$ cat config.mk
export PLATFORM = sky130hd
export DESIGN_NAME = tree_routing_node_engine
export DESIGN_NICKNAME = d
export VERILOG_FILES = /design/src/rtl/trne_pkg.sv /design/src/rtl/trne_front.sv /design/src/rtl/trne_back.sv /design/src/rtl/tree_routing_node_engine.sv
export SDC_FILE = /design/constraint.sdc
export NUM_CORES = 1
export LEC_CHECK = 0
export ABC_CLOCK_PERIOD_IN_PS = 9610
export BUFFER_PORTS_ARGS = -buffer_cell sky130_fd_sc_hd__buf_2
export CAP_MARGIN = 0
export CORE_ASPECT_RATIO = 0.75
export CORE_MARGIN = 1
export CORE_UTILIZATION = 26
export CTS_CLUSTER_DIAMETER = 120
export DETAILED_ROUTE_END_ITERATION = 6
export MAX_ROUTING_LAYER = met4
export SLEW_MARGIN = 10
export SYNTH_ARGS = -nofsm -noshare
export SYNTH_HDL_FRONTEND = slang
export SYNTH_SLANG_ARGS = --single-unit
$ cat constraint.sdc
create_clock -name clk_i -period 9.61 [get_ports clk_i]
set_input_delay 0.961 -clock clk_i [delete_from_list [all_inputs] [get_ports clk_i]]
set_output_delay 0.961 -clock clk_i [all_outputs]
set_load 0.05 [all_outputs]
$ cat src/rtl/trne_pkg.sv
// Shared types and constants of the tree routing node engine.
package trne_pkg;

  localparam logic [15:0] FREE_SLOT  = 16'hffff;
  localparam logic [15:0] BCAST_ADDR = 16'hffff;
  localparam logic [7:0]  HOPS_NONE  = 8'hff;
  localparam logic [7:0]  HOPS_SINK  = 8'h00;

  localparam logic [15:0] MY_ADDR_RST = 16'd0;
  localparam logic [15:0] BPER_RST    = 16'd3000;
  localparam logic [15:0] TPER_RST    = 16'd10000;

  localparam int unsigned CFG_IDX_W = 2;

  typedef enum logic [CFG_IDX_W-1:0] {
    CFG_MY_ADDR = 2'd0,
    CFG_IS_SINK = 2'd1,
    CFG_BPER    = 2'd2,
    CFG_TPER    = 2'd3
  } cfg_idx_e;

  typedef enum logic [2:0] {
    REQ_TICK   = 3'd0,
    REQ_BEACON = 3'd1,
    REQ_UP     = 3'd2,
    REQ_DOWN   = 3'd3,
    REQ_SEND   = 3'd4
  } req_kind_e;

  typedef enum logic [1:0] {
    ACT_BCAST   = 2'd0,
    ACT_UCAST   = 2'd1,
    ACT_DELIVER = 2'd2
  } action_e;

  typedef enum logic [1:0] {
    FRM_BEACON = 2'd0,
    FRM_UP     = 2'd1,
    FRM_DOWN   = 2'd2
  } frame_e;

  typedef enum logic [1:0] {
    MODE_UNCONN = 2'd0,
    MODE_CONN   = 2'd1,
    MODE_GW     = 2'd2
  } mode_e;

  typedef struct packed {
    req_kind_e   kind;
    logic [15:0] peer;
    logic [7:0]  metric;
    logic [7:0]  rhops;
    logic [15:0] src;
    logic [15:0] key;
  } item_t;

  typedef struct packed {
    action_e     action;
    logic [15:0] dest;
    frame_e      frame;
    logic [7:0]  hops;
    logic [15:0] source;
    mode_e       state;
  } result_t;

endpackage

$ cat src/rtl/trne_front.sv
// Front end: accepts request items, drops unused request types and queues the rest.
module trne_front import trne_pkg::*; (
  input  logic        clk_i,
  input  logic        rst_ni,
  input  logic        s_axis_tvalid,
  output logic        s_axis_tready,
  input  logic [47:0] s_axis_tdata,
  input  logic [2:0]  s_axis_tuser,
  output logic        q_vld_o,
  output item_t       q_item_o,
  input  logic        q_pop_i
);

  localparam int unsigned QDepth = 2;

  item_t       q_mem [QDepth];
  logic        wr_q, wr_d;
  logic        rd_q, rd_d;
  logic [1:0]  fill_q, fill_d;
  logic        legal;
  logic        push;
  item_t       item;

  always_comb begin
    legal = 1'b0;
    item.kind = REQ_TICK;
    case (s_axis_tuser)
      REQ_TICK:   begin legal = 1'b1; item.kind = REQ_TICK;   end
      REQ_BEACON: begin legal = 1'b1; item.kind = REQ_BEACON; end
      REQ_UP:     begin legal = 1'b1; item.kind = REQ_UP;     end
      REQ_DOWN:   begin legal = 1'b1; item.kind = REQ_DOWN;   end
      REQ_SEND:   begin legal = 1'b1; item.kind = REQ_SEND;   end
      default:    legal = 1'b0;
    endcase
    item.peer   = s_axis_tdata[15:0];
    item.metric = s_axis_tdata[23:16];
    item.rhops  = s_axis_tdata[31:24];
    item.src    = s_axis_tdata[47:32];
    item.key    = (s_axis_tuser == REQ_BEACON) ? s_axis_tdata[15:0] : s_axis_tdata[47:32];
  end

  assign s_axis_tready = (fill_q != 2'(QDepth));
  assign push          = s_axis_tvalid && s_axis_tready && legal;
  assign q_vld_o       = (fill_q != 2'd0);
  assign q_item_o      = q_mem[rd_q];

  always_comb begin
    wr_d   = push ? ~wr_q : wr_q;
    rd_d   = q_pop_i ? ~rd_q : rd_q;
    fill_d = fill_q + 2'(push) - 2'(q_pop_i);
  end

  always_ff @(posedge clk_i) begin
    if (push) begin
      q_mem[wr_q] <= item;
    end
  end

  always_ff @(posedge clk_i or negedge rst_ni) begin
    if (!rst_ni) begin
      wr_q   <= 1'b0;
      rd_q   <= 1'b0;
      fill_q <= 2'd0;
    end else begin
      wr_q   <= wr_d;
      rd_q   <= rd_d;
      fill_q <= fill_d;
    end
  end

  assert property (@(posedge clk_i) disable iff (!rst_ni) q_pop_i |-> q_vld_o)
    else $error("Queue popped while empty.");
  assert property (@(posedge clk_i) disable iff (!rst_ni) fill_q <= 2'(QDepth))
    else $error("Queue fill count out of range.");
  assert property (@(posedge clk_i) disable iff (!rst_ni)
      push && !q_pop_i |=> fill_q == $past(fill_q) + 2'd1)
    else $error("Queue fill count lost a push.");

endmodule

$ cat src/rtl/trne_back.sv
// Back end: child table scan, node state, decisions and the result register.
module trne_back import trne_pkg::*; #(
  parameter int unsigned CHILD_SLOTS = 8
) (
  input  logic                 clk_i,
  input  logic                 rst_ni,
  input  logic                 cfg_we_i,
  input  logic [CFG_IDX_W-1:0] cfg_idx_i,
  input  logic [15:0]          cfg_data_i,
  input  logic                 q_vld_i,
  input  item_t                q_item_i,
  output logic                 q_pop_o,
  output logic                 res_vld_o,
  output result_t              res_o,
  input  logic                 res_rdy_i
);

  localparam int unsigned CntW = $clog2(CHILD_SLOTS + 1);
  localparam int unsigned IdxW = (CHILD_SLOTS > 1) ? $clog2(CHILD_SLOTS) : 1;

  typedef enum logic [2:0] {
    ST_IDLE = 3'b001,
    ST_SCAN = 3'b010,
    ST_EXEC = 3'b100
  } bk_state_e;

  logic [15:0] child_mem [CHILD_SLOTS];
  logic [15:0] rdata_q;

  bk_state_e   st_q, st_d;
  item_t       cur_q, cur_d;
  mode_e       mode_q, mode_d;
  logic [15:0] parent_q, parent_d;
  logic [7:0]  hops_q, hops_d;
  logic [7:0]  pmetric_q, pmetric_d;
  logic [15:0] elapsed_q, elapsed_d;
  logic [CntW-1:0] cnt_q, cnt_d;
  logic [CntW-1:0] idx_q, idx_d;
  logic        found_q, found_d;
  logic        cmp_vld_q, cmp_vld_d;
  logic [15:0] myaddr_q, myaddr_d;
  logic [15:0] bper_q, bper_d;
  logic [15:0] tper_q, tper_d;
  logic        out_vld_q, out_vld_d;
  result_t     out_q, out_d;

  logic        issue;
  logic        hit;
  logic        known;
  logic        table_free;
  logic [15:0] el_inc;
  logic        commit;
  logic        child_we;

  mode_e       ex_mode;
  logic [15:0] ex_parent;
  logic [7:0]  ex_hops;
  logic [7:0]  ex_pmetric;
  logic [15:0] ex_elapsed;
  logic        ex_clr;
  logic        ex_add;
  logic        ex_vld;
  result_t     ex_res;

  assign table_free = (cnt_q < CntW'(CHILD_SLOTS));
  assign issue      = (st_q == ST_SCAN) && (idx_q < cnt_q);
  assign hit        = cmp_vld_q && (rdata_q == cur_q.key);
  assign known      = found_q || ((cur_q.key == FREE_SLOT) && table_free);
  assign el_inc     = (elapsed_q == 16'hffff) ? elapsed_q : elapsed_q + 16'd1;

  always_comb begin
    ex_mode    = mode_q;
    ex_parent  = parent_q;
    ex_hops    = hops_q;
    ex_pmetric = pmetric_q;
    ex_elapsed = elapsed_q;
    ex_clr     = 1'b0;
    ex_add     = 1'b0;
    ex_vld     = 1'b0;
    ex_res     = '0;
    case (cur_q.kind)
      REQ_TICK: begin
        ex_elapsed = el_inc;
        if (mode_q == MODE_GW) begin
          if (el_inc > bper_q) begin
            ex_elapsed  = 16'd0;
            ex_vld      = 1'b1;
            ex_res.dest = BCAST_ADDR;
            ex_res.hops = hops_q;
          end
        end else if (el_inc > tper_q) begin
          ex_mode   = MODE_UNCONN;
          ex_parent = 16'd0;
          ex_hops   = HOPS_NONE;
          ex_clr    = 1'b1;
        end
      end
      REQ_BEACON: begin
        if (!known && (mode_q != MODE_GW)) begin
          if ((hops_q == HOPS_NONE) || (pmetric_q > cur_q.metric)) begin
            ex_hops     = (cur_q.rhops == HOPS_NONE) ? HOPS_NONE : cur_q.rhops + 8'd1;
            ex_parent   = cur_q.peer;
            ex_mode     = MODE_CONN;
            ex_elapsed  = 16'd0;
            ex_pmetric  = cur_q.metric;
            ex_vld      = 1'b1;
            ex_res.dest = BCAST_ADDR;
            ex_res.hops = ex_hops;
          end else if ((mode_q == MODE_CONN) && (parent_q == cur_q.peer)) begin
            ex_elapsed  = 16'd0;
            ex_vld      = 1'b1;
            ex_res.dest = BCAST_ADDR;
            ex_res.hops = hops_q;
          end
        end
      end
      REQ_UP: begin
        if (mode_q == MODE_GW) begin
          ex_vld        = 1'b1;
          ex_res.action = ACT_DELIVER;
          ex_res.dest   = myaddr_q;
          ex_res.source = cur_q.src;
        end else if (parent_q != 16'd0) begin
          ex_add        = !known && table_free;
          ex_vld        = 1'b1;
          ex_res.action = ACT_UCAST;
          ex_res.dest   = parent_q;
          ex_res.frame  = FRM_UP;
          ex_res.source = cur_q.src;
        end
      end
      REQ_DOWN: begin
        if (cur_q.src == myaddr_q) begin
          ex_vld        = 1'b1;
          ex_res.action = ACT_DELIVER;
          ex_res.dest   = myaddr_q;
          ex_res.source = cur_q.src;
        end else if ((mode_q != MODE_GW) && (cur_q.peer == parent_q) && known) begin
          ex_vld        = 1'b1;
          ex_res.dest   = BCAST_ADDR;
          ex_res.frame  = FRM_DOWN;
          ex_res.source = cur_q.src;
        end
      end
      REQ_SEND: begin
        ex_vld = 1'b1;
        if (mode_q == MODE_GW) begin
          ex_res.dest   = BCAST_ADDR;
          ex_res.frame  = FRM_DOWN;
          ex_res.source = cur_q.peer;
        end else begin
          ex_res.action = ACT_UCAST;
          ex_res.dest   = parent_q;
          ex_res.frame  = FRM_UP;
          ex_res.source = myaddr_q;
        end
      end
      default: ex_vld = 1'b0;
    endcase
    ex_res.state = ex_mode;
  end

  assign commit = (st_q == ST_EXEC) && (!ex_vld || !out_vld_q || res_rdy_i);

  always_comb begin
    st_d      = st_q;
    cur_d     = cur_q;
    mode_d    = mode_q;
    parent_d  = parent_q;
    hops_d    = hops_q;
    pmetric_d = pmetric_q;
    elapsed_d = elapsed_q;
    cnt_d     = cnt_q;
    idx_d     = idx_q;
    found_d   = found_q;
    cmp_vld_d = 1'b0;
    myaddr_d  = myaddr_q;
    bper_d    = bper_q;
    tper_d    = tper_q;
    out_vld_d = out_vld_q && !res_rdy_i;
    out_d     = out_q;
    q_pop_o   = 1'b0;
    child_we  = 1'b0;
    case (st_q)
      ST_IDLE: begin
        if (q_vld_i) begin
          q_pop_o = 1'b1;
          cur_d   = q_item_i;
          found_d = 1'b0;
          idx_d   = '0;
          st_d    = (q_item_i.kind inside {REQ_BEACON, REQ_UP, REQ_DOWN}) ? ST_SCAN : ST_EXEC;
        end
      end
      ST_SCAN: begin
        cmp_vld_d = issue;
        found_d   = found_q || hit;
        if (issue) begin
          idx_d = idx_q + CntW'(1);
        end else begin
          st_d = ST_EXEC;
        end
      end
      ST_EXEC: begin
        if (commit) begin
          mode_d    = ex_mode;
          parent_d  = ex_parent;
          hops_d    = ex_hops;
          pmetric_d = ex_pmetric;
          elapsed_d = ex_elapsed;
          child_we  = ex_add;
          if (ex_clr) begin
            cnt_d = '0;
          end else if (ex_add) begin
            cnt_d = cnt_q + CntW'(1);
          end
          if (ex_vld) begin
            out_vld_d = 1'b1;
            out_d     = ex_res;
          end
          st_d = ST_IDLE;
        end
      end
      default: st_d = ST_IDLE;
    endcase
    if (cfg_we_i) begin
      case (cfg_idx_i)
        CFG_MY_ADDR: myaddr_d = cfg_data_i;
        CFG_IS_SINK: begin
          mode_d = cfg_data_i[0] ? MODE_GW : MODE_UNCONN;
          hops_d = cfg_data_i[0] ? HOPS_SINK : HOPS_NONE;
        end
        CFG_BPER:    bper_d = cfg_data_i;
        CFG_TPER:    tper_d = cfg_data_i;
        default:     myaddr_d = myaddr_q;
      endcase
    end
  end

  always_ff @(posedge clk_i) begin
    if (child_we) begin
      child_mem[cnt_q[IdxW-1:0]] <= cur_q.src;
    end
    rdata_q <= child_mem[idx_q[IdxW-1:0]];
  end

  always_ff @(posedge clk_i) begin
    cur_q <= cur_d;
    out_q <= out_d;
  end

  always_ff @(posedge clk_i or negedge rst_ni) begin
    if (!rst_ni) begin
      st_q      <= ST_IDLE;
      mode_q    <= MODE_UNCONN;
      parent_q  <= 16'd0;
      hops_q    <= HOPS_NONE;
      pmetric_q <= 8'd0;
      elapsed_q <= 16'd0;
      cnt_q     <= '0;
      idx_q     <= '0;
      found_q   <= 1'b0;
      cmp_vld_q <= 1'b0;
      myaddr_q  <= MY_ADDR_RST;
      bper_q    <= BPER_RST;
      tper_q    <= TPER_RST;
      out_vld_q <= 1'b0;
    end else begin
      st_q      <= st_d;
      mode_q    <= mode_d;
      parent_q  <= parent_d;
      hops_q    <= hops_d;
      pmetric_q <= pmetric_d;
      elapsed_q <= elapsed_d;
      cnt_q     <= cnt_d;
      idx_q     <= idx_d;
      found_q   <= found_d;
      cmp_vld_q <= cmp_vld_d;
      myaddr_q  <= myaddr_d;
      bper_q    <= bper_d;
      tper_q    <= tper_d;
      out_vld_q <= out_vld_d;
    end
  end

  assign res_vld_o = out_vld_q;
  assign res_o     = out_q;

  assert property (@(posedge clk_i) disable iff (!rst_ni) cnt_q <= CntW'(CHILD_SLOTS))
    else $error("Child count exceeds the table size.");
  assert property (@(posedge clk_i) disable iff (!rst_ni) mode_q == MODE_GW |-> hops_q == HOPS_SINK)
    else $error("Gateway with a non-zero hop count.");
  assert property (@(posedge clk_i) disable iff (!rst_ni)
      mode_q == MODE_UNCONN |-> hops_q == HOPS_NONE)
    else $error("Unconnected node with a finite hop count.");
  assert property (@(posedge clk_i) disable iff (!rst_ni) cmp_vld_q |-> st_q == ST_SCAN)
    else $error("Table compare outside the scan.");
  assert property (@(posedge clk_i) disable iff (!rst_ni) q_pop_o |=> st_q != ST_IDLE)
    else $error("Popped item was not taken up.");

endmodule

$ cat src/rtl/tree_routing_node_engine.sv
// Top level of the tree routing node engine: front end, back end and port packing.
//
// Request items enter on the s_axis channel: tuser carries the request type, tdata the
// peer address, link metric, hop count and source address. Request types five to seven
// are dropped at the front end. Actions leave on the m_axis channel, at most one per item.
// Configuration registers are written through cfg_we_i, cfg_idx_i and cfg_data_i, and
// should only be written while the engine is idle.
// A two-entry queue separates the front end from the back end, so items are accepted
// while the back end works or while a result waits in the output register.
// Ticks and local sends go from idle straight to the decision state in the back end. Beacons
// and routing headers first scan the child table one entry per cycle through its single read
// port; the result appears in the output register in the cycle after the decision.
// When the receiver stalls, the result is held in the output register, the back end waits
// before its next decision that yields an action, and the queue fills until tready falls.
// Reset returns the node to unconnected with an empty child table, the default
// periods and address zero; no clearing pass is needed.
module tree_routing_node_engine import trne_pkg::*; #(
  parameter int unsigned CHILD_SLOTS = 8
) (
  input  logic                 clk_i,
  input  logic                 rst_ni,
  input  logic                 cfg_we_i,
  input  logic [CFG_IDX_W-1:0] cfg_idx_i,
  input  logic [15:0]          cfg_data_i,
  input  logic                 s_axis_tvalid,
  output logic                 s_axis_tready,
  // peer_addr, link_metric, hop_count, source_addr
  input  logic [47:0]          s_axis_tdata,
  // req_type
  input  logic [2:0]           s_axis_tuser,
  output logic                 m_axis_tvalid,
  input  logic                 m_axis_tready,
  // dest_addr, out_hops, out_source, node_state, zero fill
  output logic [47:0]          m_axis_tdata,
  // action, frame_kind
  output logic [3:0]           m_axis_tuser
);

  logic    q_vld;
  item_t   q_item;
  logic    q_pop;
  result_t res;

  trne_front u_front (
    .clk_i         (clk_i),
    .rst_ni        (rst_ni),
    .s_axis_tvalid (s_axis_tvalid),
    .s_axis_tready (s_axis_tready),
    .s_axis_tdata  (s_axis_tdata),
    .s_axis_tuser  (s_axis_tuser),
    .q_vld_o       (q_vld),
    .q_item_o      (q_item),
    .q_pop_i       (q_pop)
  );

  trne_back #(
    .CHILD_SLOTS (CHILD_SLOTS)
  ) u_back (
    .clk_i      (clk_i),
    .rst_ni     (rst_ni),
    .cfg_we_i   (cfg_we_i),
    .cfg_idx_i  (cfg_idx_i),
    .cfg_data_i (cfg_data_i),
    .q_vld_i    (q_vld),
    .q_item_i   (q_item),
    .q_pop_o    (q_pop),
    .res_vld_o  (m_axis_tvalid),
    .res_o      (res),
    .res_rdy_i  (m_axis_tready)
  );

  assign m_axis_tdata = {6'd0, res.state, res.source, res.hops, res.dest};
  assign m_axis_tuser = {res.frame, res.action};

endmodule

==> metrics.yaml <==
irDropWorstVdd_v: 0.0001511
dieHeight_um: 252.3
vias: 12550
clk_latency_ns: 0.63
finalSetupTns_ns: 0
tightest_slew_ns: 1.243
cts_resized: 0
dieArea_sq_mm: 0.08473
syn_area_per_cell_sq_um: 15.15
core_sq_mm: 0.08243
r2r_setup_slack_ns: 2.98
reg2reg_depth: 17
critical_path_arrival_ns: 6.84
port_buffers: 121
drv_cap: 0
regToRegStartpoint: "u_back.elapsed_q[0]"
fin_area_sq_mm: 0.02528
drive_gt1_share_pct: 29.12
ys_warn_count: 0
gr-total-overflow: 0
pin_count: 128
cp_top_family: "simple AND/OR/NAND/NOR gates"
p_leak_nw: 9.142
timing.final.crit_share_pct: 69.04
first_pass_iters: 5
dpl_cell_area_sq_mm: 0.02363
path_buf_inv: 0
synth-async-reset-ratio_pct: 22.92
relSlewSlack_pct: 16.94
antenna_found_initial: 4
grt_start_max_net_pins: 68
wl_um: 53080
ys_seq_area_share_pct: 66.65
dp_hpwl_um: 37990
endpoint_kind: "flip-flop"
clock_sinks: 506
nets: 1689
cp_num_cells: 17
start_kind: "flip-flop"
finalSetupViolCount: 0
synth.distinct_cells: 69
drtIter0Drc: 1027
layout_min_cycle_time_ns: 6.635
finalHoldViolCount: 0
hold_path_class: "input pin to asynchronous set/reset pin"
synth-seq-cells: 506
n_fill_cell: 8180
worstPathCellList: "ha_1 > and2_1 > nand4_1 > or3_1 > nand2_1 > nor3_1 > a31oi_1 > or2_2 > ha_1 > nand4_1 > or2_1 > nor2_1 > nor4_1 > nor4_4 > o31ai_4 > nand4b_1 > nor2_1"
synth_edf_count: 374
cts_tree: "yes"
drc_errors: 0
outcome: "complete, no violations"
ys.flop_type: "edfxtp_1"
syn_to_final_growth_pct: 16.36
groute.usage.overall_pct: 12.89
rr_endpoint: "u_back.child_mem[4][11]"
die_w_um: 335.8
grt_pass1_wl_um: 79670
routed_via_density: 4.606
drv_slew: 0
synthCells: 1434
grt_pass1_vias: 12520
rsz0062_at_grt: "no"
cpPeakStageDelay_ns: 1.02
hold_buffers: 0
path_clk_slew_ns: 0.06
path_class: "flip-flop to flip-flop"
clock-root-buffer: "clkbuf_16"
setup.worst_path.end: "u_back.child_mem[4][11]"
crit_slowest_cell: "nor2_1"
cp.required_ns: 9.82
wl_per_cell_um: 19.48
postRouteAntennaNets: 0
place_congestion: 0.8597
fp-row-count: 91
numCtsBuffers: 49
pwr_density_cell_mw_per_mm2: 279.4
critical_path.startpoint: "u_back.elapsed_q[0]"
fin_skew_ns: 0.04397
seqCellArea_sq_mm: 0.01448
post-cts-setup-buffers: 0
initial_utilization_pct: 26.36
synthesis.area_sq_mm: 0.02173
cts-htree-levels: 2
max_freq_ghz: 0.1507
clockBufferDepth: 3
cp_max_fo: 16
multi_input_area_sq_mm: 0.006769
[layer usage]
layer / vias up / wire [um] / global-route usage [%]
li1: 5699 / - / -
met1: 6388 / 26120 / 18.97
met2: 402 / 21940 / 17.54
met3: 61 / 4379 / 3.568
met4: 0 / 636 / 2.361
met5: - / 0 / -
[final cells by class]
class | count | share of cell area (%)
Antenna cell | 2 | 0.01980
Clock buffer | 64 | 5.231
Clock inverter | 28 | 1.272
Inverter | 68 | 1.010
Multi-Input combinational cell | 804 | 26.78
Sequential cell | 506 | 57.29
Tap cell | 1116 | 5.523
Timing Repair Buffer | 137 | 2.880
[worst min path at each step]
stage	start	to
final	rst_ni	u_back.tper_q[1]
after floorplan	u_back.found_q	u_back.found_q
after global routing	rst_ni	u_back.tper_q[2]
after detailed placement	u_back.tper_q[5]	u_back.tper_q[5]
after CTS	rst_ni	u_back.tper_q[1]
after global placement	u_back.pmetric_q[0]	u_back.pmetric_q[0]
[synthesized netlist by cell type (all sizes together) (3+ instances only)]
cell type,count,share of area (%)
a211oi,7,0.26
a21o,6,0.21
a21oi,32,0.74
a221o,16,0.74
a22o,4,0.16
a31oi,5,0.14
and2,7,0.20
and3,24,0.69
and4,5,0.20
buf,20,0.58
clkbuf,41,0.71
dfrtp,95,11
dfstp,21,2.5
dfxtp,16,1.5
edfxtp,374,52
ha,49,2.8
inv,68,1.2
mux2,171,9.0
mux2i,20,0.92
mux4,32,3.3
nand2,73,1.3
nand2b,6,0.17
nand3,29,0.75
nand4,21,0.60
nor2,42,0.73
nor2b,13,0.37
nor3,22,0.51
nor3b,3,0.10
nor4,16,0.56
o211ai,16,0.55
o21a,5,0.21
o21ai,68,1.6
o21bai,3,0.10
o22ai,4,0.12
or2,12,0.35
or3,4,0.12
xnor2,27,1.1
xor2,33,1.3
[worst register-to-register path: cells and delay by family, from the launching register on]
family	cells	cell delay, ns
AOI/OAI and AO/OA	2	0.90
DFF	1	0.42
and+or+nand+nor	13	4.36
adders and majority gates	2	0.54
[report_power, final]
part / leakage (nW) / internal, mW / switching (mW)
logic: 3.39 / 0.677 / 1.01
registers: 4.96 / 2.95 / 0.465
clock network: 0.789 / 1.10 / 0.865
[placed cells by master, fill, tap and decap left out, types with 14 or more instances in the layout]
master	n
buf_2	120
clkbuf_16	49
mux2i_1	20
o211ai_1	16
buf_4	17
mux4_2	32
ha_1	49
nand2_1	73
dfxtp_1	16
dfstp_2	21
a221o_1	16
edfxtp_1	374
nor3_1	19
mux2_2	162
a21oi_1	32
nand3_1	27
and3_1	24
nor4_1	14
dfrtp_1	93
xnor2_1	27
xor2_1	33
inv_1	67
nor2_1	39
nand4_1	21
o21ai_0	66
[cells by family after synthesis]
logic type	count (synthesis)	share of synthesized area (%)
flops	506	66.65
simple gates	283	6.836
other cells	1	0.01726
compound gates	183	5.540
mux	223	13.26
buf+inv	129	2.459
fa+ha+maj	49	2.822
xor+xnor	60	2.419
[sequential cells by signal, indices dropped and copies added, names as in the netlist, 8 cells and up]
name              count
u_back.hops_q         8
u_back.child_mem    128
u_back.parent_q      16
u_back.pmetric_q      8
u_back.cur_q         67
u_back.bper_q        16
u_front.q_mem       134
u_back.res_o         45
u_back.tper_q        16
u_back.elapsed_q     16
u_back.rdata_q       16
u_back.myaddr_q      16
[per-stage QoR]
step / cells / power (mW) / setup slack (ns) / utilization, % / hold WS (ns)
after global placement: 2631 / 5.091 / 3.240 / 28.66 / 0.4870
after global routing: 2724 / 7.438 / 2.463 / 30.66 / 0.4022
after CTS: 2723 / 7.115 / 2.888 / 30.66 / 0.3682
final: 2725 / 7.062 / 2.975 / 30.67 / 0.3633
after detailed placement: 2631 / 5.137 / 2.883 / 28.66 / 0.4931
after floorplan: 1439 / 4.485 / 2.299 / - / 0.4507
No activity file was read; power rests on OpenSTA's default activity.
